## src/rtl/bbpw_pkg.sv

```systemverilog
// Shared widths, limits and codes for the bitmap byte to pixel write block.
package bbpw_pkg;

    // Field widths
    localparam int COORD_W  = 16;
    localparam int COLOR_W  = 16;
    localparam int BYTE_W   = 8;
    localparam int CLEN_W   = 12;
    localparam int WIDTH_W  = 10;
    localparam int BPR_W    = 11;
    localparam int BIR_W    = 11;
    localparam int MASK_W   = 8;
    localparam int CFG_IDX_W  = 3;
    localparam int CFG_DATA_W = 16;

    // Limits applied to chunk length and bitmap width
    localparam int MAX_CHUNK_BYTES = 2048;
    localparam int MAX_WIDTH       = 1024;

    // Caps clipped to what the field widths can hold
    localparam int CHUNK_CAP_I = (MAX_CHUNK_BYTES < (1 << CLEN_W)) ?
                                 MAX_CHUNK_BYTES : ((1 << CLEN_W) - 1);
    localparam int WIDTH_CAP_I = (MAX_WIDTH < (1 << WIDTH_W)) ?
                                 MAX_WIDTH : ((1 << WIDTH_W) - 1);
    localparam logic [CLEN_W-1:0]  CHUNK_CAP = CLEN_W'(CHUNK_CAP_I);
    localparam logic [WIDTH_W-1:0] WIDTH_CAP = WIDTH_W'(WIDTH_CAP_I);

    // Command codes
    localparam logic OP_DATA  = 1'b0;
    localparam logic OP_BEGIN = 1'b1;

    // Register indexes
    typedef enum logic [CFG_IDX_W-1:0] {
        REG_ORIGIN_X  = 3'd0,
        REG_ORIGIN_Y  = 3'd1,
        REG_WIDTH     = 3'd2,
        REG_INK_COLOR = 3'd3,
        REG_MONO_MODE = 3'd4
    } cfg_reg_t;

endpackage

```

## src/rtl/bitmap_bytes_to_pixel_writes.sv

```systemverilog
// Top level: bitmap byte stream to pixel writes, 1bpp mono and RGB565 colour.
//
//  channel  | direction | handshake          | beat contents
//  ---------+-----------+--------------------+-------------------------------------------
//  s_       | in        | s_valid / s_ready  | opcode, data_byte, chunk_length, chunk_end
//  m_       | out       | m_valid / m_ready  | pixel_x, pixel_y, pixel_color, last_pixel
//  cfg_     | in        | cfg_wr_en          | cfg_addr, cfg_wdata
//
// A byte updates the row tracking in the cycle it is taken and parks its pixel mask in a
// work register; the emitter drains one pixel per cycle into the output register while it is free.
// A mono byte yields up to 8 pixels, a colour byte at most 1.
// The next byte is taken in the cycle the last pixel of the previous one leaves.
// Reset (aresetn low, synchronous) clears the config registers, tracking and both valids.
// A stalled m_ready holds the output register and, once the work register is busy, s_ready.
module bitmap_bytes_to_pixel_writes (
    input  logic                               aclk,
    input  logic                               aresetn,
    // input beats
    input  logic                               s_valid,
    output logic                               s_ready,
    input  logic                               s_opcode,
    input  logic [bbpw_pkg::BYTE_W-1:0]        s_data_byte,
    input  logic [bbpw_pkg::CLEN_W-1:0]        s_chunk_length,
    input  logic                               s_chunk_end,
    // result beats
    output logic                               m_valid,
    input  logic                               m_ready,
    output logic signed [bbpw_pkg::COORD_W-1:0] m_pixel_x,
    output logic signed [bbpw_pkg::COORD_W-1:0] m_pixel_y,
    output logic [bbpw_pkg::COLOR_W-1:0]       m_pixel_color,
    output logic                               m_last_pixel,
    // configuration writes
    input  logic                               cfg_wr_en,
    input  logic [bbpw_pkg::CFG_IDX_W-1:0]     cfg_addr,
    input  logic [bbpw_pkg::CFG_DATA_W-1:0]    cfg_wdata
);
    import bbpw_pkg::*;

    // Configuration registers
    logic [COORD_W-1:0] origin_x_reg;
    logic [COORD_W-1:0] origin_y_reg;
    logic [WIDTH_W-1:0] width_reg;
    logic [COLOR_W-1:0] ink_color_reg;
    logic               mono_mode_reg;

    // Row tracking
    logic               defined_reg, defined_next;
    logic [COORD_W-1:0] row_reg, row_next;
    logic [CLEN_W-1:0]  row_start_reg, row_start_next;
    logic [BIR_W-1:0]   byte_in_row_reg, byte_in_row_next;
    logic [BYTE_W-1:0]  high_byte_reg, high_byte_next;

    // Work register: pixels still owed by the last accepted byte
    logic               wk_valid_reg;
    logic [MASK_W-1:0]  wk_mask_reg;
    logic [COORD_W-1:0] wk_x_reg;
    logic [COORD_W-1:0] wk_y_reg;
    logic [COLOR_W-1:0] wk_color_reg;

    // Output register
    logic               m_valid_reg;
    logic [COORD_W-1:0] m_x_reg;
    logic [COORD_W-1:0] m_y_reg;
    logic [COLOR_W-1:0] m_color_reg;
    logic               m_last_reg;

    // Step logic
    logic               in_fire;
    logic [CLEN_W-1:0]  clen_sat;
    logic [WIDTH_W-1:0] w_sat;
    logic [BPR_W-1:0]   bpr;
    logic               row_fits;
    logic               row_done;
    logic [MASK_W-1:0]  new_mask;
    logic [COORD_W-1:0] new_x;
    logic [COLOR_W-1:0] new_color;
    logic [WIDTH_W-1:0] pair_col;
    logic [13:0]        col_base;

    // Emitter
    logic               out_free;
    logic               emit_fire;
    logic [2:0]         pick;
    logic [MASK_W-1:0]  mask_rest;
    logic               emit_last;

    // Configuration write decode
    always_ff @(posedge aclk) begin
        if (!aresetn) begin
            origin_x_reg  <= '0;
            origin_y_reg  <= '0;
            width_reg     <= '0;
            ink_color_reg <= '0;
            mono_mode_reg <= 1'b0;
        end else if (cfg_wr_en) begin
            unique case (cfg_addr)
                REG_ORIGIN_X:  origin_x_reg  <= cfg_wdata;
                REG_ORIGIN_Y:  origin_y_reg  <= cfg_wdata;
                REG_WIDTH:     width_reg     <= cfg_wdata[WIDTH_W-1:0];
                REG_INK_COLOR: ink_color_reg <= cfg_wdata;
                REG_MONO_MODE: mono_mode_reg <= cfg_wdata[0];
                default: ;
            endcase
        end
    end

    // Emitter: lowest set mask bit goes out first (MSB of the byte first)
    always_comb begin
        pick = 3'd0;
        for (int k = MASK_W - 1; k >= 0; k--) begin
            if (wk_mask_reg[k]) begin
                pick = 3'(k);
            end
        end
    end

    assign mask_rest = wk_mask_reg & (wk_mask_reg - MASK_W'(1));
    assign emit_last = (mask_rest == '0);
    assign out_free  = !m_valid_reg || m_ready;
    assign emit_fire = wk_valid_reg && out_free;
    assign s_ready   = !wk_valid_reg || (emit_fire && emit_last);
    assign in_fire   = s_valid && s_ready;

    // Per-byte step: row fit, pixel mask and tracking update
    always_comb begin
        clen_sat = (s_chunk_length > CHUNK_CAP) ? CHUNK_CAP : s_chunk_length;
        w_sat    = (width_reg > WIDTH_CAP) ? WIDTH_CAP : width_reg;
        if (mono_mode_reg) begin
            bpr = BPR_W'((({1'b0, w_sat}) + 11'd7) >> 3);
        end else begin
            bpr = {w_sat, 1'b0};
        end
        row_fits = defined_reg && (bpr != '0) &&
                   ((13'(row_start_reg) + 13'(bpr)) <= 13'(clen_sat));
        row_done = (12'(byte_in_row_reg) + 12'd1) >= 12'(bpr);
        col_base = {byte_in_row_reg, 3'b000};
        pair_col = byte_in_row_reg[BIR_W-1:1];

        new_mask  = '0;
        new_x     = origin_x_reg;
        new_color = ink_color_reg;
        if (mono_mode_reg) begin
            new_x = origin_x_reg + COORD_W'(col_base);
            for (int k = 0; k < MASK_W; k++) begin
                new_mask[k] = s_data_byte[MASK_W-1-k] &&
                              ((col_base + 14'(k)) < 14'(w_sat));
            end
        end else begin
            new_x     = origin_x_reg + COORD_W'(pair_col);
            new_color = {high_byte_reg, s_data_byte};
            new_mask  = {7'b0, byte_in_row_reg[0] && (pair_col < w_sat)};
        end

        defined_next     = defined_reg;
        row_next         = row_reg;
        row_start_next   = row_start_reg;
        byte_in_row_next = byte_in_row_reg;
        high_byte_next   = high_byte_reg;
        if (s_opcode == OP_BEGIN) begin
            if (width_reg != '0) begin
                defined_next     = 1'b1;
                row_next         = origin_y_reg;
                row_start_next   = '0;
                byte_in_row_next = '0;
                high_byte_next   = '0;
            end
        end else begin
            if (row_fits) begin
                if (!mono_mode_reg && !byte_in_row_reg[0]) begin
                    high_byte_next = s_data_byte;
                end
                if (row_done) begin
                    row_next         = row_reg + COORD_W'(1);
                    row_start_next   = row_start_reg + CLEN_W'(bpr);
                    byte_in_row_next = '0;
                end else begin
                    byte_in_row_next = byte_in_row_reg + BIR_W'(1);
                end
            end
            // drop any partial row at chunk end
            if (s_chunk_end) begin
                row_start_next   = '0;
                byte_in_row_next = '0;
            end
        end
        if (s_opcode == OP_BEGIN || !row_fits) begin
            new_mask = '0;
        end
    end

    // Tracking state, work register and output register
    always_ff @(posedge aclk) begin
        if (!aresetn) begin
            defined_reg     <= 1'b0;
            row_reg         <= '0;
            row_start_reg   <= '0;
            byte_in_row_reg <= '0;
            high_byte_reg   <= '0;
            wk_valid_reg    <= 1'b0;
            m_valid_reg     <= 1'b0;
        end else begin
            if (in_fire) begin
                defined_reg     <= defined_next;
                row_reg         <= row_next;
                row_start_reg   <= row_start_next;
                byte_in_row_reg <= byte_in_row_next;
                high_byte_reg   <= high_byte_next;
            end

            // advance the work register: drop the sent pixel, load a new byte
            if (in_fire) begin
                wk_valid_reg <= (new_mask != '0);
                wk_mask_reg  <= new_mask;
                wk_x_reg     <= new_x;
                wk_y_reg     <= row_reg;
                wk_color_reg <= new_color;
            end else if (emit_fire) begin
                wk_mask_reg  <= mask_rest;
                wk_valid_reg <= !emit_last;
            end

            // hold the output beat until taken
            if (emit_fire) begin
                m_valid_reg <= 1'b1;
                m_x_reg     <= wk_x_reg + COORD_W'(pick);
                m_y_reg     <= wk_y_reg;
                m_color_reg <= wk_color_reg;
                m_last_reg  <= emit_last;
            end else if (m_ready) begin
                m_valid_reg <= 1'b0;
            end
        end
    end

    assign m_valid       = m_valid_reg;
    assign m_pixel_x     = signed'(m_x_reg);
    assign m_pixel_y     = signed'(m_y_reg);
    assign m_pixel_color = m_color_reg;
    assign m_last_pixel  = m_last_reg;

`ifndef NO_ASSERTIONS
    // a busy work register always owes at least one pixel
    assert property (@(posedge aclk) disable iff (!aresetn)
        wk_valid_reg |-> (wk_mask_reg != '0))
        else $error("work register valid with empty pixel mask");

    // a new byte never overwrites pixels still owed
    assert property (@(posedge aclk) disable iff (!aresetn)
        in_fire |-> (!wk_valid_reg || (emit_fire && emit_last)))
        else $error("byte accepted over pending pixels");

    // every emitted pixel lands in the output register
    assert property (@(posedge aclk) disable iff (!aresetn)
        emit_fire |=> m_valid_reg)
        else $error("emitted pixel missing from output register");

    // reset empties both stages
    assert property (@(posedge aclk)
        !aresetn |=> (!m_valid_reg && !wk_valid_reg))
        else $error("valid state survived reset");
`endif

endmodule
```

## config.mk

```make
export PLATFORM = sky130hd
export DESIGN_NAME = bitmap_bytes_to_pixel_writes
export DESIGN_NICKNAME = d
export VERILOG_FILES = /design/src/rtl/bbpw_pkg.sv /design/src/rtl/bitmap_bytes_to_pixel_writes.sv
export SDC_FILE = /design/constraint.sdc
export NUM_CORES = 1
export LEC_CHECK = 0
export BUFFER_PORTS_ARGS = -buffer_cell sky130_fd_sc_hd__clkbuf_2
export CORE_ASPECT_RATIO = 0.7
export CORE_UTILIZATION = 56
export DETAILED_ROUTE_END_ITERATION = 10
export PLACE_DENSITY = 0.74
export SLEW_MARGIN = 30
export SYNTH_ARGS = -nofsm -noshare
export SYNTH_HDL_FRONTEND = slang
export SYNTH_SLANG_ARGS = --single-unit
```

## constraint.sdc

```tcl
create_clock -name aclk -period 6.5 [get_ports aclk]
set_input_delay 0.65 -clock aclk [delete_from_list [all_inputs] [get_ports aclk]]
set_output_delay 0.65 -clock aclk [all_outputs]
set_load 0.02 [all_outputs]
```

======== Yosys cells after proc, flatten, opt, wreduce, memory -nomap -nowiden ========
Index checks and enable logic that the tools add are counted.
operators by class
  add/sub/neg operators ................... 17
  multiply operators ...................... 0
  div/mod/pow operators ................... 0
  order comparisons ....................... 13
  eq/ne operators ......................... 5
  shift-type cells ........................ 0
  mux-type cells .......................... 39
  bitwise logic cells ..................... 1
  reductions and logical operators ........ 49
operators by type and width
  cell                   number
  $lt 14x10->1           8
  $mux 16                6
  $mux 12                6
  $mux 11                6
  $mux 8                 8
  $add 14x3->14 const B  4
  $add 14x2->14 const B  2
  $mux 3                 8
  $add 16x1->16 const B  1
  $add 16x10->16         1
  $add 16x14->16         1
  $add 16x3->16          1
  $reduce_and 2->1       8
  $logic_and 1x1->1      15
  $add 14x1->14 const B  1
  $add 12x11->13         1
  $le 13x12->1           1
  $add 11x1->12 const B  1
  $add 12x11->12         1
  $ge 12x11->1           1
  $gt 12x12->1 const B   1
  $reduce_and 4->1       3
  $add 10x3->11 const B  1
  $add 11x1->11 const B  1
  20 further kinds       37
word-level totals
  bits in registers ....................... 214
  bits in latches ......................... 0
  memory bits (writable) .................. 0
  bits in read-only memories .............. 0
  input port bits ......................... 46
  output and inout bits ................... 51
  logic and storage cells ................. 144
  memories kept ........................... 0

======== Logic depth before layout (Yosys ltp) ========
Gate-level depths: netlist (run 1).
  depth in word-level cells ............... 12
  depth in mapped cells ................... 22
  depth with buffers taken out ............ 19

======== Worst setup path after synthesis (run 1) ========
OpenSTA, ideal clock, no wires.
  path type ............................... flip-flop to flip-flop
  from .................................... register mono_mode_reg
  to ...................................... register row_reg[15]
  setup time .............................. 0.117 ns
  arrival time ............................ 4.854 ns
  data required time ...................... 6.383 ns
  slack ................................... 1.528 ns
  cell stages (with the launch flop) ...... 20
  path buffers ............................ 3
  period minus slack after synthesis ...... 4.972 ns
  path through ............................ dfxtp_1 clkbuf_1 clkbuf_1 buf_1 o21ai_0 o21a_1 ha_1 o21a_1 a2111oi_0 o31ai_1 o41ai_1 xnor2_1 ha_1 nand3_1 nor4_1 a21oi_1 o21ai_1 a31oi_4 or4_1 a32o_1
on the way
  cells in the longest elaborated chain, start to end .. 6
  elaborated cells on any way between the ends .. 10
  classes of those cells .................. add/sub (1); order compare (2); mux (1); reduce/logical (6)
ends and longest elaborated chain
  item                                                  RTL line                                                                  text
  from (decl)                                           bitmap_bytes_to_pixel_writes.sv:44                                        logic mono_mode_reg;
  from (signal assigned)                                bitmap_bytes_to_pixel_writes.sv:101                                       REG_MONO_MODE: mono_mode_reg <= cfg_wdata[0];
  $mux 11 *                                             bitmap_bytes_to_pixel_writes.sv:128                                       if (mono_mode_reg) begin
  $add 12x11->13 or $reduce_bool 11->1 (tied branches)  bitmap_bytes_to_pixel_writes.sv:134, bitmap_bytes_to_pixel_writes.sv:133
  $le 13x12->1 or $logic_and 1x1->1 (tied branches)     bitmap_bytes_to_pixel_writes.sv:134, bitmap_bytes_to_pixel_writes.sv:133
  $logic_and 1x1->1                                     bitmap_bytes_to_pixel_writes.sv:133                                       row_fits = defined_reg && (bpr != '0) &&
  $reduce_bool 2->1 (no source line)                    -
  $reduce_and 4->1 (no source line) *                   -
  to (signal assigned)                                  bitmap_bytes_to_pixel_writes.sv:204                                       row_reg <= row_next;
  to (decl)                                             bitmap_bytes_to_pixel_writes.sv:48                                        logic [COORD_W-1:0] row_reg, row_next;
Mark *: on every way between the ends. The rest lies on a longest branch, timed or not.
A chain may end at the register's enable or synchronous reset.

======== Worst setup path after layout (run 1) ========
  from .................................... register width_reg[1]
  to ...................................... register row_start_reg[10]
on the way
  cells in the longest elaborated chain, start to end .. 9
  elaborated cells on any way between the ends .. 20
  classes of those cells .................. add/sub (3); order compare (3); eq/ne (1); mux (6); reduce/logical (7)
ends and longest elaborated chain
  item                                                           RTL line                                                                  text
  from (decl)                                                    bitmap_bytes_to_pixel_writes.sv:42                                        logic [WIDTH_W-1:0] width_reg;
  from (signal assigned)                                         bitmap_bytes_to_pixel_writes.sv:99                                        REG_WIDTH: width_reg <= cfg_wdata[WIDTH_W-1:0];
  $gt 10x10->1                                                   bitmap_bytes_to_pixel_writes.sv:127                                       w_sat = (width_reg > WIDTH_CAP) ? WIDTH_CAP : width_reg;
  $mux 10                                                        bitmap_bytes_to_pixel_writes.sv:127
  $add 10x3->11                                                  bitmap_bytes_to_pixel_writes.sv:129                                       bpr = BPR_W'((({1'b0, w_sat}) + 11'd7) >> 3);
  $mux 11                                                        bitmap_bytes_to_pixel_writes.sv:128
  $add 12x11->13, or another cell as far along                   bitmap_bytes_to_pixel_writes.sv:134                                       ((13'(row_start_reg) + 13'(bpr)) <= 13'(clen_sat));
  $le 13x12->1, or another cell as far along                     bitmap_bytes_to_pixel_writes.sv:134
  $logic_and 1x1->1 or $mux 12 (tied branches)                   bitmap_bytes_to_pixel_writes.sv:133, bitmap_bytes_to_pixel_writes.sv:168
  $reduce_bool 3->1 (no source line) or $mux 12 (tied branches)  -
  $reduce_and 4->1 (no source line) or $mux 12 (tied branches)   -
  to (signal assigned)                                           bitmap_bytes_to_pixel_writes.sv:205                                       row_start_reg <= row_start_next;
  to (decl)                                                      bitmap_bytes_to_pixel_writes.sv:49                                        logic [CLEN_W-1:0] row_start_reg, row_start_next;
Several ways; a longest one is shown, not always the timed one. The select of a mux whose other input is x is not followed.

==> results of run 1 <==
==> routing by layer <==
metal,vias up,share of wire [%],global-route usage [%]
met4,0,2.6,8.11
met1,4645,47,43.2
met3,58,8.5,4.82
li1,4751,-,-
met5,-,0,0
met2,446,42,41.1
==> worst min path at each step <==
stage | startpoint | end | slack (ns) | cells past startpoint
2_1_floorplan | wk_color_reg[0] | m_pixel_color[0] | 0.40 | 0
3_3_place_gp | wk_y_reg[2] | m_pixel_y[2] | 0.40 | 0
3_5_place_dp | wk_color_reg[15] | m_pixel_color[15] | 0.40 | 0
4_1_cts | s_data_byte[7] | high_byte_reg[7] | 0.39 | 2
5_1_grt | s_data_byte[7] | high_byte_reg[7] | 0.41 | 2
6_report | s_data_byte[7] | high_byte_reg[7] | 0.39 | 2
==> power groups by stage <==
| stage | Combinational [W] | Sequential, W | Clock [W] |
|---|---|---|---|
| 2_1_floorplan | 0.000148 | 0.00148 | 0 |
| 3_3_place_gp | 0.000208 | 0.00148 | 0 |
| 3_5_place_dp | 0.000211 | 0.00148 | 0 |
| 4_1_cts | 0.000213 | 0.00146 | 0.00136 |
| 5_1_grt | 0.000237 | 0.00146 | 0.00140 |
| 6_report | 0.000216 | 0.00146 | 0.00135 |
==> cell families (layout without fill, tap and decap cells) <==
family,after synthesis,after routing,synth area share [%]
flip-flops,214,214,44.5
buffers and inverters,116,198,3.78
XOR/XNOR,49,49,3.58
adder cells (fa/ha/maj),80,80,8.59
multiplexers,35,35,3.07
AND/OR/NAND/NOR,454,454,17.3
AO/OA/AOI/OAI,318,318,19.3
==> Yosys cell counts (21+ instances only) <==
| cell type | number |
|---|---|
| o21ai_0 | 41 |
| nand2_1 | 235 |
| a21boi_0 | 61 |
| dfxtp_1 | 109 |
| xnor2_1 | 30 |
| mux2i_1 | 21 |
| a21oi_1 | 50 |
| ha_1 | 76 |
| nor2_1 | 60 |
| a31oi_1 | 21 |
| inv_1 | 54 |
| clkbuf_1 | 47 |
| edfxtp_1 | 105 |
| nand3_1 | 43 |
==> area by class of cell <==
cell class | instances | area [µm²] | share of cell area (%)
tap | 276 | 345 | 2.58
inverter | 55 | 206 | 1.54
clock buffer | 29 | 618 | 4.61
sequential | 214 | 5340 | 39.8
clock inverter | 11 | 153 | 1.14
multi-input combinational | 936 | 6210 | 46.3
timing repair buffer | 103 | 536 | 4.00
==> stage by stage <==
| stage | util, % | hold slack (ns) | worst slack (ns) | cell area (µm²) | std cells |
|---|---|---|---|---|---|
| 6_report | 64.2 | 0.395 | 0.786 | 13400 | 1624 |
| 5_1_grt | 64.2 | 0.405 | 0.344 | 13400 | 1624 |
| 4_1_cts | 64.2 | 0.391 | 0.868 | 13400 | 1624 |
| 3_5_place_dp | 60.5 | 0.405 | 0.894 | 12600 | 1584 |
| 3_3_place_gp | 60.5 | 0.401 | 1.01 | 12600 | 1584 |
| 2_1_floorplan | - | 0.400 | 1.53 | 12000 | 1266 |
==> reports/summary.json, run 1 <==
{
  "status": "completed",
  "design_power_total_w": 0.00302,
  "initial_core_util_pct": 57.5,
  "tritoncts": "done",
  "ys_dominant_reg_cell": "dfxtp_1",
  "worst-path-max-fanout": 13,
  "postSynthAreaPerCell_um2": 9.47,
  "clock_path_buffers": 3,
  "cts_num_sinks": 214,
  "synth_top_area_share_pct": 26.3,
  "pwr-share-comb_pct": 7.2,
  "synth_largest_area_cell": "edfxtp_1",
  "tns_ns": 0,
  "synthesis.area_um2": 12000,
  "pwr_density_cell_nw_per_um2": 225,
  "power.net_switching_w": 0.000688,
  "critPathLaunchType": "register",
  "chipWidth_um": 177,
  "cp_num_buf_inv": 1,
  "logic_depth_of_the_worst_register_to_register_path": 19,
  "hold_buffer_count_at_cts": 0,
  "clock_tree.htree_level_count": 1,
  "post_synth_inst_count": 1266,
  "hold_path.class": "in -> reg",
  "grt_start_max_net_pins": 76,
  "power.sequential.fraction_pct": 48.2,
  "die-height_um": 124,
  "dp_hpwl_mm": 22.7,
  "wire_length_of_the_first_global_routing_pass_mm": 49.5,
  "cts_post_setup_buffers_inserted": 0,
  "post_synthesis_sequential_element_count": 214,
  "detail_route.iter0.violations": 1017,
  "layout_commonest_cell": "nand2_1",
  "syn_to_final_growth_pct": 11.7,
  "postSynth.asyncResetShare_pct": 0,
  "detailedRoute.firstPassIterationCount": 8,
  "critPathKind": "reg -> reg",
  "p_clk_share_pct": 44.7,
  "vias_in_the_first_global_route": 9268,
  "antenna_violating_nets_post_route": 0,
  "via_count": 9900,
  "clock_latency_ns": 0.52,
  "grt_antenna_before_repair": 1,
  "floorplan.rows": 44,
  "cpMaxStageDelayCell": "o31ai_4",
  "arrival_ns": 6.15,
  "p_sw_share_pct": 22.8,
  "routabilityCongestion": 0.918,
  "max_stage_delay_ns": 0.79,
  "power.static_leakage_nw": 5.16,
  "worstSetupPathDepth": 19,
  "rr_endpoint": "row_start_reg[10]",
  "post_synth_main_area_contributors": "edfxtp_1 (26%), dfxtp_1 (18%), ha_1 (7.9%)",
  "max_slew.worst_pin.slew_ns": 0.961,
  "synthesis.yosys.warnings": 0,
  "postRouteWirelength_mm": 31.3,
  "cts-resized-gates": 0,
  "worst_clock_skew_ns": 0.0212,
  "cell_internal_pwr_w": 0.00233,
  "report.final.setup_viol": 0,
  "seq_area_frac_synth_pct": 44.5,
  "proportion_of_layout_cells_with_a_drive_suffix_above_1_pct": 13.2,
  "fill_cells": 1732,
  "timing.critical_path.max_delay_family": "compound AO/OA/AOI/OAI gates",
  "reg2reg_from": "width_reg[1]",
  "critPathRequiredTime_ns": 6.93,
  "setup_repair_after_global_routing_missed_its_margin": "false",
  "hold_viol": 0,
  "post_drt_via_cell_ratio": 6.10,
  "post_synth_cell_types": 75,
  "root_buffer": "clkbuf_16",
  "worst_ir_drop_vdd_mv": 0.182,
  "final_max_slew_viol_count": 0,
  "synth_edf_count": 105,
  "crit_path_cell_trace": "nor3_4 -> nor2_1 -> nor3_1 -> ha_1 -> inv_1 -> fa_1 -> nor2b_1 -> o31a_1 -> o41a_1 -> o21ai_0 -> xnor2_1 -> ha_1 -> a21o_1 -> a21oi_1 -> o211ai_1 -> o21ai_1 -> a31oi_4 -> o31ai_4 -> mux2i_1",
  "max_freq_mhz": 175,
  "critical-path-top-cell-by-count": "ha_1",
  "overflow": 0,
  "numnets_final": 1458,
  "endpoint": "row_start_reg[10]",
  "minimum_setup_slack_among_reg_to_reg_paths_ns": 0.79,
  "min_period_ns": 5.71,
  "cts-buffers-inserted": 22,
  "timing.critical_path.from": "width_reg[1]",
  "max_slew_margin_pct": 35.7,
  "synth_nets": 1392,
  "route.detailed.wl_per_inst_um": 19.3,
  "die_area_um2": 22000,
  "num_antenna_cells": 0,
  "cts.clk_slew.worst_paths_ns": 0.07,
  "port-buffer-count": 96,
  "drc": 0,
  "layout_worst_path_cycle_share_pct": 87.9,
  "ios": 97,
  "critical_path.endpoint_type": "register",
  "grt_util_all_layers_pct": 28.4,
  "drv_cap": 0,
  "design.core.area_um2": 20900,
  "most_used_cells_in_the_layout_excluding_fill_and_tap_cells": "nand2_1 (235), dfxtp_1 (108), edfxtp_1 (105), clkbuf_2 (95), ha_1 (76)"
}
Note: power is estimated with default switching activity, not from simulation.
==> inputs of run 2 (changes only) <==
--- a/config.mk
+++ b/config.mk
@@ -6,7 +6,6 @@
 export NUM_CORES = 1
 export LEC_CHECK = 0
 export BUFFER_PORTS_ARGS = -buffer_cell sky130_fd_sc_hd__clkbuf_2
-export CORE_ASPECT_RATIO = 0.7
 export CORE_UTILIZATION = 56
 export DETAILED_ROUTE_END_ITERATION = 10
 export PLACE_DENSITY = 0.74
==> constraint.sdc (replaced) <==
create_clock -name aclk -period 6.5 [get_ports aclk]
set_input_delay 1.3 -clock aclk [delete_from_list [all_inputs] [get_ports aclk]]
set_output_delay 1.3 -clock aclk [all_outputs]
set_load 0.1 [all_outputs]
==> reports/summary.json, run 2 (synthesized netlist as in run 1, its figures left out) <==
{
  "setup_repair_after_global_routing_missed_its_margin": {"value": "false", "change": "unchanged"},
  "status": {"value": "finished, violations left", "change": "was completed"},
  "failed_checks": "DRC",
  "cts_num_sinks": {"value": 214, "change": "unchanged"},
  "wire_length_of_the_first_global_routing_pass": {"value": 47.8, "unit": "mm", "change": "was 49.5 mm"},
  "report.final.setup_viol": {"value": 0, "change": "unchanged"},
  "hold_path_startpoint": {"value": "wk_color_reg[14]", "change": "was s_data_byte[7]"},
  "dp_hpwl": {"value": 21.8, "unit": "mm", "change": "was 22.7 mm"},
  "grtUsageMet1": {"value": 36.4, "unit": "%", "change": "was 43.2%"},
  "critPathRequiredTime": {"value": 6.94, "unit": "ns", "change": "was 6.93 ns"},
  "hold_buffer_count_at_cts": {"value": 0, "change": "unchanged"},
  "clock_path_buffers": {"value": 3, "change": "unchanged"},
  "ios": {"value": 97, "change": "unchanged"},
  "cts-resized-gates": {"value": 0, "change": "unchanged"},
  "critPathLaunchType": {"value": "register", "change": "unchanged"},
  "timing.critical_path.from": {"value": "width_reg[1]", "change": "unchanged"},
  "initial_core_util": {"value": 57.1, "unit": "%", "change": "was 57.5%"},
  "critPathKind": {"value": "reg -> reg", "change": "unchanged"},
  "clock_tree.htree_level_count": {"value": 1, "change": "unchanged"},
  "tns": {"value": 0, "unit": "ns", "change": "unchanged"},
  "overflow": {"value": 0, "change": "unchanged"},
  "grt_util_all_layers": {"value": 27.5, "unit": "%", "change": "was 28.4%"},
  "post_drt_via_cell_ratio": {"value": 5.99, "change": "was 6.10"},
  "via_count": {"value": 9748, "change": "was 9900"},
  "worst-path-max-fanout": {"value": 13, "change": "unchanged"},
  "reg2reg_from": {"value": "width_reg[1]", "change": "unchanged"},
  "clock_latency": {"value": 0.52, "unit": "ns", "change": "about the same"},
  "final_max_slew_viol_count": {"value": 0, "change": "unchanged"},
  "design.core.area": {"value": 21000, "unit": "µm²", "change": "was 20900 µm²"},
  "tritoncts": {"value": "done", "change": "unchanged"},
  "multi_input_gate_area_in_the_final_layout": {"value": 6220, "unit": "µm²", "change": "was 6210 µm²"},
  "layout_worst_path_cycle_share": {"value": 87.8, "unit": "%", "change": "was 87.9%"},
  "proportion_of_layout_cells_with_a_drive_suffix_above_1": {"value": 13.7, "unit": "%", "change": "was 13.2%"},
  "routabilityCongestion": {"value": 0.955, "change": "was 0.918"},
  "hold_viol": {"value": 0, "change": "unchanged"},
  "num_antenna_cells": {"value": 0, "change": "unchanged"},
  "power.static_leakage": {"value": 5.18, "unit": "nW", "change": "was 5.16 nW"},
  "layout.area.seq": {"value": 5340, "unit": "µm²", "change": "unchanged"},
  "root_buffer": {"value": "clkbuf_16", "change": "unchanged"},
  "route.detailed.wl_per_inst": {"value": 18.5, "unit": "µm", "change": "was 19.3 µm"},
  "minimum_setup_slack_among_reg_to_reg_paths": {"value": 0.79, "unit": "ns", "change": "about the same"},
  "fill_cells": {"value": 1735, "change": "was 1732"},
  "grt_start_max_net_pins": {"value": 97, "change": "was 76"},
  "grt.met3_usage": {"value": 3.83, "unit": "%", "change": "was 4.82%"},
  "cts-buffers-inserted": {"value": 24, "change": "was 22"},
  "pwr_density_cell": {"value": 227, "unit": "nW/µm²", "change": "was 225 nW/µm²"},
  "floorplan.rows": {"value": 53, "change": "was 44"},
  "rr_endpoint": {"value": "row_start_reg[1]", "change": "was row_start_reg[10]"},
  "cts.clk_slew.worst_paths": {"value": 0.06, "unit": "ns", "change": "was 0.07 ns"},
  "detailedRoute.firstPassIterationCount": {"value": 8, "change": "unchanged"},
  "max_slew.worst_pin.slew": {"value": 0.931, "unit": "ns", "change": "was 0.961 ns"},
  "syn_to_final_growth": {"value": 12.1, "unit": "%", "change": "was 11.7%"},
  "groute.layer.met2.usage": {"value": 45.3, "unit": "%", "change": "was 41.1%"},
  "grt_antenna_before_repair": {"value": 0, "change": "was 1"},
  "die-height": {"value": 148, "unit": "µm", "change": "was 124 µm"},
  "layout_commonest_cell": {"value": "nand2_1", "change": "unchanged"},
  "timing.final.ws_setup": {"value": 0.793, "unit": "ns", "change": "was 0.786 ns"},
  "numnets_final": {"value": 1460, "change": "was 1458"},
  "max_slew_margin": {"value": 38.0, "unit": "%", "change": "was 35.7%"},
  "worst_ir_drop_vdd": {"value": 0.188, "unit": "mV", "change": "was 0.182 mV"},
  "postRouteWirelength": {"value": 30.1, "unit": "mm", "change": "was 31.3 mm"},
  "logic_depth_of_the_worst_register_to_register_path": {"value": 17, "change": "was 19"},
  "hold_depth": {"value": 0, "change": "was 2"},
  "detail_route.iter0.violations": {"value": 717, "change": "was 1017"},
  "top_usage_layer_grt": {"value": "met2", "change": "was met1"},
  "vias_in_the_first_global_route": {"value": 9196, "change": "was 9268"},
  "min_delay_worst_endpoint": {"value": "m_pixel_color[14]", "change": "was high_byte_reg[7]"},
  "cts_post_setup_buffers_inserted": {"value": 0, "change": "unchanged"},
  "critical_path.endpoint_type": {"value": "register", "change": "unchanged"},
  "min_period": {"value": 5.71, "unit": "ns", "change": "about the same"},
  "drc": {"value": 2, "change": "was 0"},
  "max_freq": {"value": 175, "unit": "MHz", "change": "about the same"},
  "port-buffer-count": {"value": 96, "change": "unchanged"},
  "drv_cap": {"value": 0, "change": "unchanged"},
  "chipWidth": {"value": 148, "unit": "µm", "change": "was 177 µm"},
  "worst_case_setup_slack_after_placement": {"value": 0.894, "unit": "ns", "change": "about the same"},
  "die_area": {"value": 22000, "unit": "µm²", "change": "about the same"},
  "worst_clock_skew": {"value": 0.00982, "unit": "ns", "change": "was 0.0212 ns"},
  "antenna_violating_nets_post_route": {"value": 0, "change": "unchanged"},
  "most_used_cells_in_the_layout_excluding_fill_and_tap_cells": {"value": "nand2_1 (235), dfxtp_1 (108), edfxtp_1 (105), clkbuf_2 (95), ha_1 (76)", "change": "unchanged"},
  "arrival": {"value": 6.15, "unit": "ns", "change": "about the same"},
  "hold_path.class": {"value": "reg -> reg", "change": "was in -> reg"}
}
[run 2: changes by cell type in the layout (fill, tap and decap cells not counted), sizes merged]
cell | before | now
bufinv | 4 | 3
clkbuf | 124 | 127
clkinv | 6 | 8
[run 2: worst max-delay path by stage]
stage,end,slack (ns),depth (start not counted)
after floorplan,row_reg[15],1.53,19
after global placement,row_start_reg[2],1.07,18
after detailed placement,row_start_reg[8],0.89,17
after CTS,row_start_reg[1],0.87,18
after global routing,row_start_reg[8],0.17,18
final,row_start_reg[1],0.79,17
[run 2: worst max-delay path, cell delays in order (launching register included)]
cell       delay [ns]
dfxtp_1          0.47
nor3_4           0.43
nor2_1           0.15
o21ai_0          0.18
o21a_1           0.19
ha_1             0.28
o21a_1           0.21
a2111oi_0        0.65
o31ai_1          0.21
o41ai_1          0.33
xnor2_1          0.19
ha_1             0.28
a21oi_1          0.18
o211ai_1         0.11
o21ai_1          0.43
a31oi_4          0.25
o31ai_4          0.80
mux2i_1          0.28
[run 2: area by class of cell]
class                           count  share of cell area, %
Tap cell                          275                   2.56
Clock inverter                     12                   1.13
Sequential cell                   214                   39.7
Inverter                           55                   1.53
Multi-Input combinational cell    936                   46.2
Timing Repair Buffer              103                   3.98
Clock buffer                       32                   4.91
[run 2: metrics by stage]
stage / utilization, % / total power [W] / instances / instance area, µm² / hold slack [ns]
global placement: 60.1 / 0.00169 / 1583 / 12600 / 0.400
detailed placement: 60.1 / 0.00170 / 1583 / 12600 / 0.405
CTS: 64.0 / 0.00307 / 1627 / 13400 / 0.419
finish: 64.0 / 0.00305 / 1627 / 13500 / 0.418
floorplan: - / 0.00162 / 1266 / 12000 / 0.400
global route: 64.0 / 0.00315 / 1627 / 13500 / 0.432
[run 2: metal layers]
layer / vias up / share of wire [%] / routed length [µm]
met5: - / 0 / 0
met4: 0 / 3.8 / 1150
met1: 4582 / 43 / 13100
met2: 350 / 46 / 14000
li1: 4741 / - / -
met3: 75 / 6.3 / 1900
[run 2: report_power, final]
part	internal, W	leakage, nW	switching [W]
Sequential	0.00144	1.86	0.0000196
Clock	0.000835	0.398	0.000543
Combinational	0.0000736	2.92	0.000144
Total	0.00234	5.18	0.000707
==> inputs of run 3 (changes only) <==
==> constraint.sdc (replaced) <==
create_clock -name aclk -period 6.5 [get_ports aclk]
set_input_delay 0.325 -clock aclk [delete_from_list [all_inputs] [get_ports aclk]]
set_output_delay 0.325 -clock aclk [all_outputs]
set_load 0.1 [all_outputs]
==> reports/summary.json, run 3 (synthesized netlist as in run 1, its figures left out) <==
{
  "design.core.area": {"value": 21000, "unit": "µm²", "change": "unchanged"},
  "cpMaxStageDelayCell": {"value": "o31ai_4", "change": "unchanged"},
  "cts.clk_slew.worst_paths": {"value": 0.06, "unit": "ns", "change": "about the same"},
  "root_buffer": {"value": "clkbuf_16", "change": "unchanged"},
  "failed_checks": {"value": "DRC", "change": "unchanged"},
  "grt_util_all_layers": {"value": 27.0, "unit": "%", "change": "was 27.5%"},
  "worst_clock_skew": {"value": 0.00962, "unit": "ns", "change": "was 0.00982 ns"},
  "layout_commonest_cell": {"value": "nand2_1", "change": "unchanged"},
  "clock_tree.htree_level_count": {"value": 1, "change": "unchanged"},
  "cp_num_buf_inv": {"value": 0, "change": "unchanged"},
  "critPathKind": {"value": "reg -> reg", "change": "unchanged"},
  "finalHoldWorstSlack": {"value": 0.0528, "unit": "ns", "change": "was 0.418 ns"},
  "detail_route.iter0.violations": {"value": 747, "change": "was 717"},
  "initial_core_util": {"value": 57.1, "unit": "%", "change": "unchanged"},
  "critPathRequiredTime": {"value": 6.94, "unit": "ns", "change": "about the same"},
  "arrival": {"value": 6.12, "unit": "ns", "change": "was 6.15 ns"},
  "most_used_cells_in_the_layout_excluding_fill_and_tap_cells": {"value": "nand2_1 (235), dfxtp_1 (108), edfxtp_1 (105), clkbuf_2 (95), ha_1 (76)", "change": "unchanged"},
  "cts_post_setup_buffers_inserted": {"value": 0, "change": "unchanged"},
  "status": {"value": "finished, violations left", "change": "unchanged"},
  "hold_buffer_count_at_cts": {"value": 0, "change": "unchanged"},
  "postRouteWirelength": {"value": 29.6, "unit": "mm", "change": "was 30.1 mm"},
  "power.static_leakage": {"value": 5.15, "unit": "nW", "change": "was 5.18 nW"},
  "antenna_violating_nets_post_route": {"value": 0, "change": "unchanged"},
  "die-height": {"value": 148, "unit": "µm", "change": "unchanged"},
  "drv_cap": {"value": 0, "change": "unchanged"},
  "worst_ir_drop_vdd": {"value": 0.193, "unit": "mV", "change": "was 0.188 mV"},
  "tritoncts": {"value": "done", "change": "unchanged"},
  "clock_latency": {"value": 0.52, "unit": "ns", "change": "about the same"},
  "max_freq": {"value": 176, "unit": "MHz", "change": "was 175 MHz"},
  "chipWidth": {"value": 148, "unit": "µm", "change": "unchanged"},
  "routabilityCongestion": {"value": 0.956, "change": "was 0.955"},
  "port-buffer-count": {"value": 96, "change": "unchanged"},
  "critical_path.endpoint_type": {"value": "register", "change": "unchanged"},
  "max_slew_margin": {"value": 36.3, "unit": "%", "change": "was 38.0%"},
  "num_antenna_cells": {"value": 0, "change": "unchanged"},
  "fill_cells": {"value": 1726, "change": "was 1735"},
  "vias_in_the_first_global_route": {"value": 8942, "change": "was 9196"},
  "detailedRoute.firstPassIterationCount": {"value": 8, "change": "unchanged"},
  "final_max_slew_viol_count": {"value": 0, "change": "unchanged"},
  "max_stage_delay": {"value": 0.80, "unit": "ns", "change": "about the same"},
  "overflow": {"value": 0, "change": "unchanged"},
  "numnets_final": {"value": 1459, "change": "was 1460"},
  "hold_path.class": {"value": "in -> reg", "change": "was reg -> reg"},
  "cts_num_sinks": {"value": 214, "change": "unchanged"},
  "grt_start_max_net_pins": {"value": 77, "change": "was 97"},
  "critPathLaunchType": {"value": "register", "change": "unchanged"},
  "via_count": {"value": 9725, "change": "was 9748"},
  "cts-buffers-inserted": {"value": 23, "change": "was 24"},
  "worst-path-max-fanout": {"value": 13, "change": "unchanged"},
  "max_slew.worst_pin.slew": {"value": 0.953, "unit": "ns", "change": "was 0.931 ns"},
  "timing.critical_path.max_delay_family": {"value": "compound AO/OA/AOI/OAI gates", "change": "unchanged"},
  "pwr_density_cell": {"value": 221, "unit": "nW/µm²", "change": "was 227 nW/µm²"},
  "die_area": {"value": 22000, "unit": "µm²", "change": "unchanged"},
  "drc": {"value": 2, "change": "unchanged"},
  "report.final.setup_viol": {"value": 0, "change": "unchanged"},
  "hold_viol": {"value": 0, "change": "unchanged"},
  "floorplan.rows": {"value": 53, "change": "unchanged"},
  "grt_antenna_before_repair": {"value": 0, "change": "unchanged"},
  "min_period": {"value": 5.68, "unit": "ns", "change": "was 5.71 ns"},
  "multi_input_gate_area_in_the_final_layout": {"value": 6210, "unit": "µm²", "change": "was 6220 µm²"},
  "ios": {"value": 97, "change": "unchanged"},
  "tns": {"value": 0, "unit": "ns", "change": "unchanged"},
  "post_drt_via_cell_ratio": {"value": 5.98, "change": "was 5.99"},
  "layout.area.seq": {"value": 5340, "unit": "µm²", "change": "unchanged"},
  "cts-resized-gates": {"value": 0, "change": "unchanged"},
  "dp_hpwl": {"value": 21.5, "unit": "mm", "change": "was 21.8 mm"},
  "setup_repair_after_global_routing_missed_its_margin": {"value": "false", "change": "unchanged"},
  "proportion_of_layout_cells_with_a_drive_suffix_above_1": {"value": 13.3, "unit": "%", "change": "was 13.7%"},
  "clock_path_buffers": {"value": 3, "change": "unchanged"},
  "wire_length_of_the_first_global_routing_pass": {"value": 47.0, "unit": "mm", "change": "was 47.8 mm"},
  "layout_worst_path_cycle_share": {"value": 87.3, "unit": "%", "change": "was 87.8%"},
  "syn_to_final_growth": {"value": 11.6, "unit": "%", "change": "was 12.1%"},
  "crit_path_cell_trace": {"value": "nor3_4 -> nor2_1 -> o21ai_0 -> o21a_1 -> ha_1 -> o21a_1 -> a2111oi_0 -> o31ai_1 -> o41ai_1 -> xnor2_1 -> ha_1 -> nand3_1 -> nor4_1 -> a21oi_1 -> o21ai_1 -> a31oi_4 -> o31ai_4 -> mux2i_1", "change": "was nor3_4 -> nor2_1 -> o21ai_0 -> o21a_1 -> ha_1 -> o21a_1 -> a2111oi_0 -> o31ai_1 -> o41ai_1 -> xnor2_1 -> ha_1 -> a21oi_1 -> o211ai_1 -> o21ai_1 -> a31oi_4 -> o31ai_4 -> mux2i_1"},
  "route.detailed.wl_per_inst": {"value": 18.2, "unit": "µm", "change": "was 18.5 µm"}
}
==> run 3: cell count changes in the layout (fill, tap and decap cells not counted), sizes merged <==
cell,previous run,this run
bufinv,3,1
clkbuf,127,128
clkinv,8,6
inv,55,56
==> run 3: per-layer routing <==
layer	vias to the layer above	part of all wire [%]	global-route usage, %
met4	0	3.2	9.28
met3	66	6.0	3.13
li1	4756	-	-
met1	4554	44	36.4
met5	-	0	0
met2	349	46	44.9
==> run 3: area by class of cell <==
type	instances	area share [%]
timing repair buffer	103	4.00
multi-input combinational	936	46.4
clock buffer	33	4.96
clock inverter	9	0.636
inverter	55	1.54
sequential	214	39.9
tap	275	2.57
==> run 3: worst paths after layout <==
check	start	end	slack, ns	depth (start not counted)
worst max-delay path	width_reg[1]	row_start_reg[8]	0.82	18
worst min-delay path	s_data_byte[7]	high_byte_reg[7]	0.05	2
worst max register to register	width_reg[1]	row_start_reg[8]	0.82	18
worst min register to register	wk_y_reg[12]	m_pixel_y[12]	0.41	0
==> run 3: stage by stage <==
step                      worst slack [ns]  total power [W]  instance area (µm²)  std cells  util, %
after detailed placement             0.927          0.00170                12600       1583     60.1
after CTS                            0.884          0.00298                13400       1625     63.7
after global placement                1.07          0.00169                12600       1583     60.1
after global routing                 0.145          0.00305                13400       1625     63.7
after floorplan                       1.53          0.00162                12000       1266        -
final                                0.823          0.00296                13400       1625     63.7
==> run 3: power by group <==
part / internal (W) / total, W / switching, W
sequential: 0.00144 / 0.00146 / 0.0000197
clock: 0.000755 / 0.00129 / 0.000531
combinational: 0.0000735 / 0.000216 / 0.000142
total: 0.00226 / 0.00296 / 0.000693
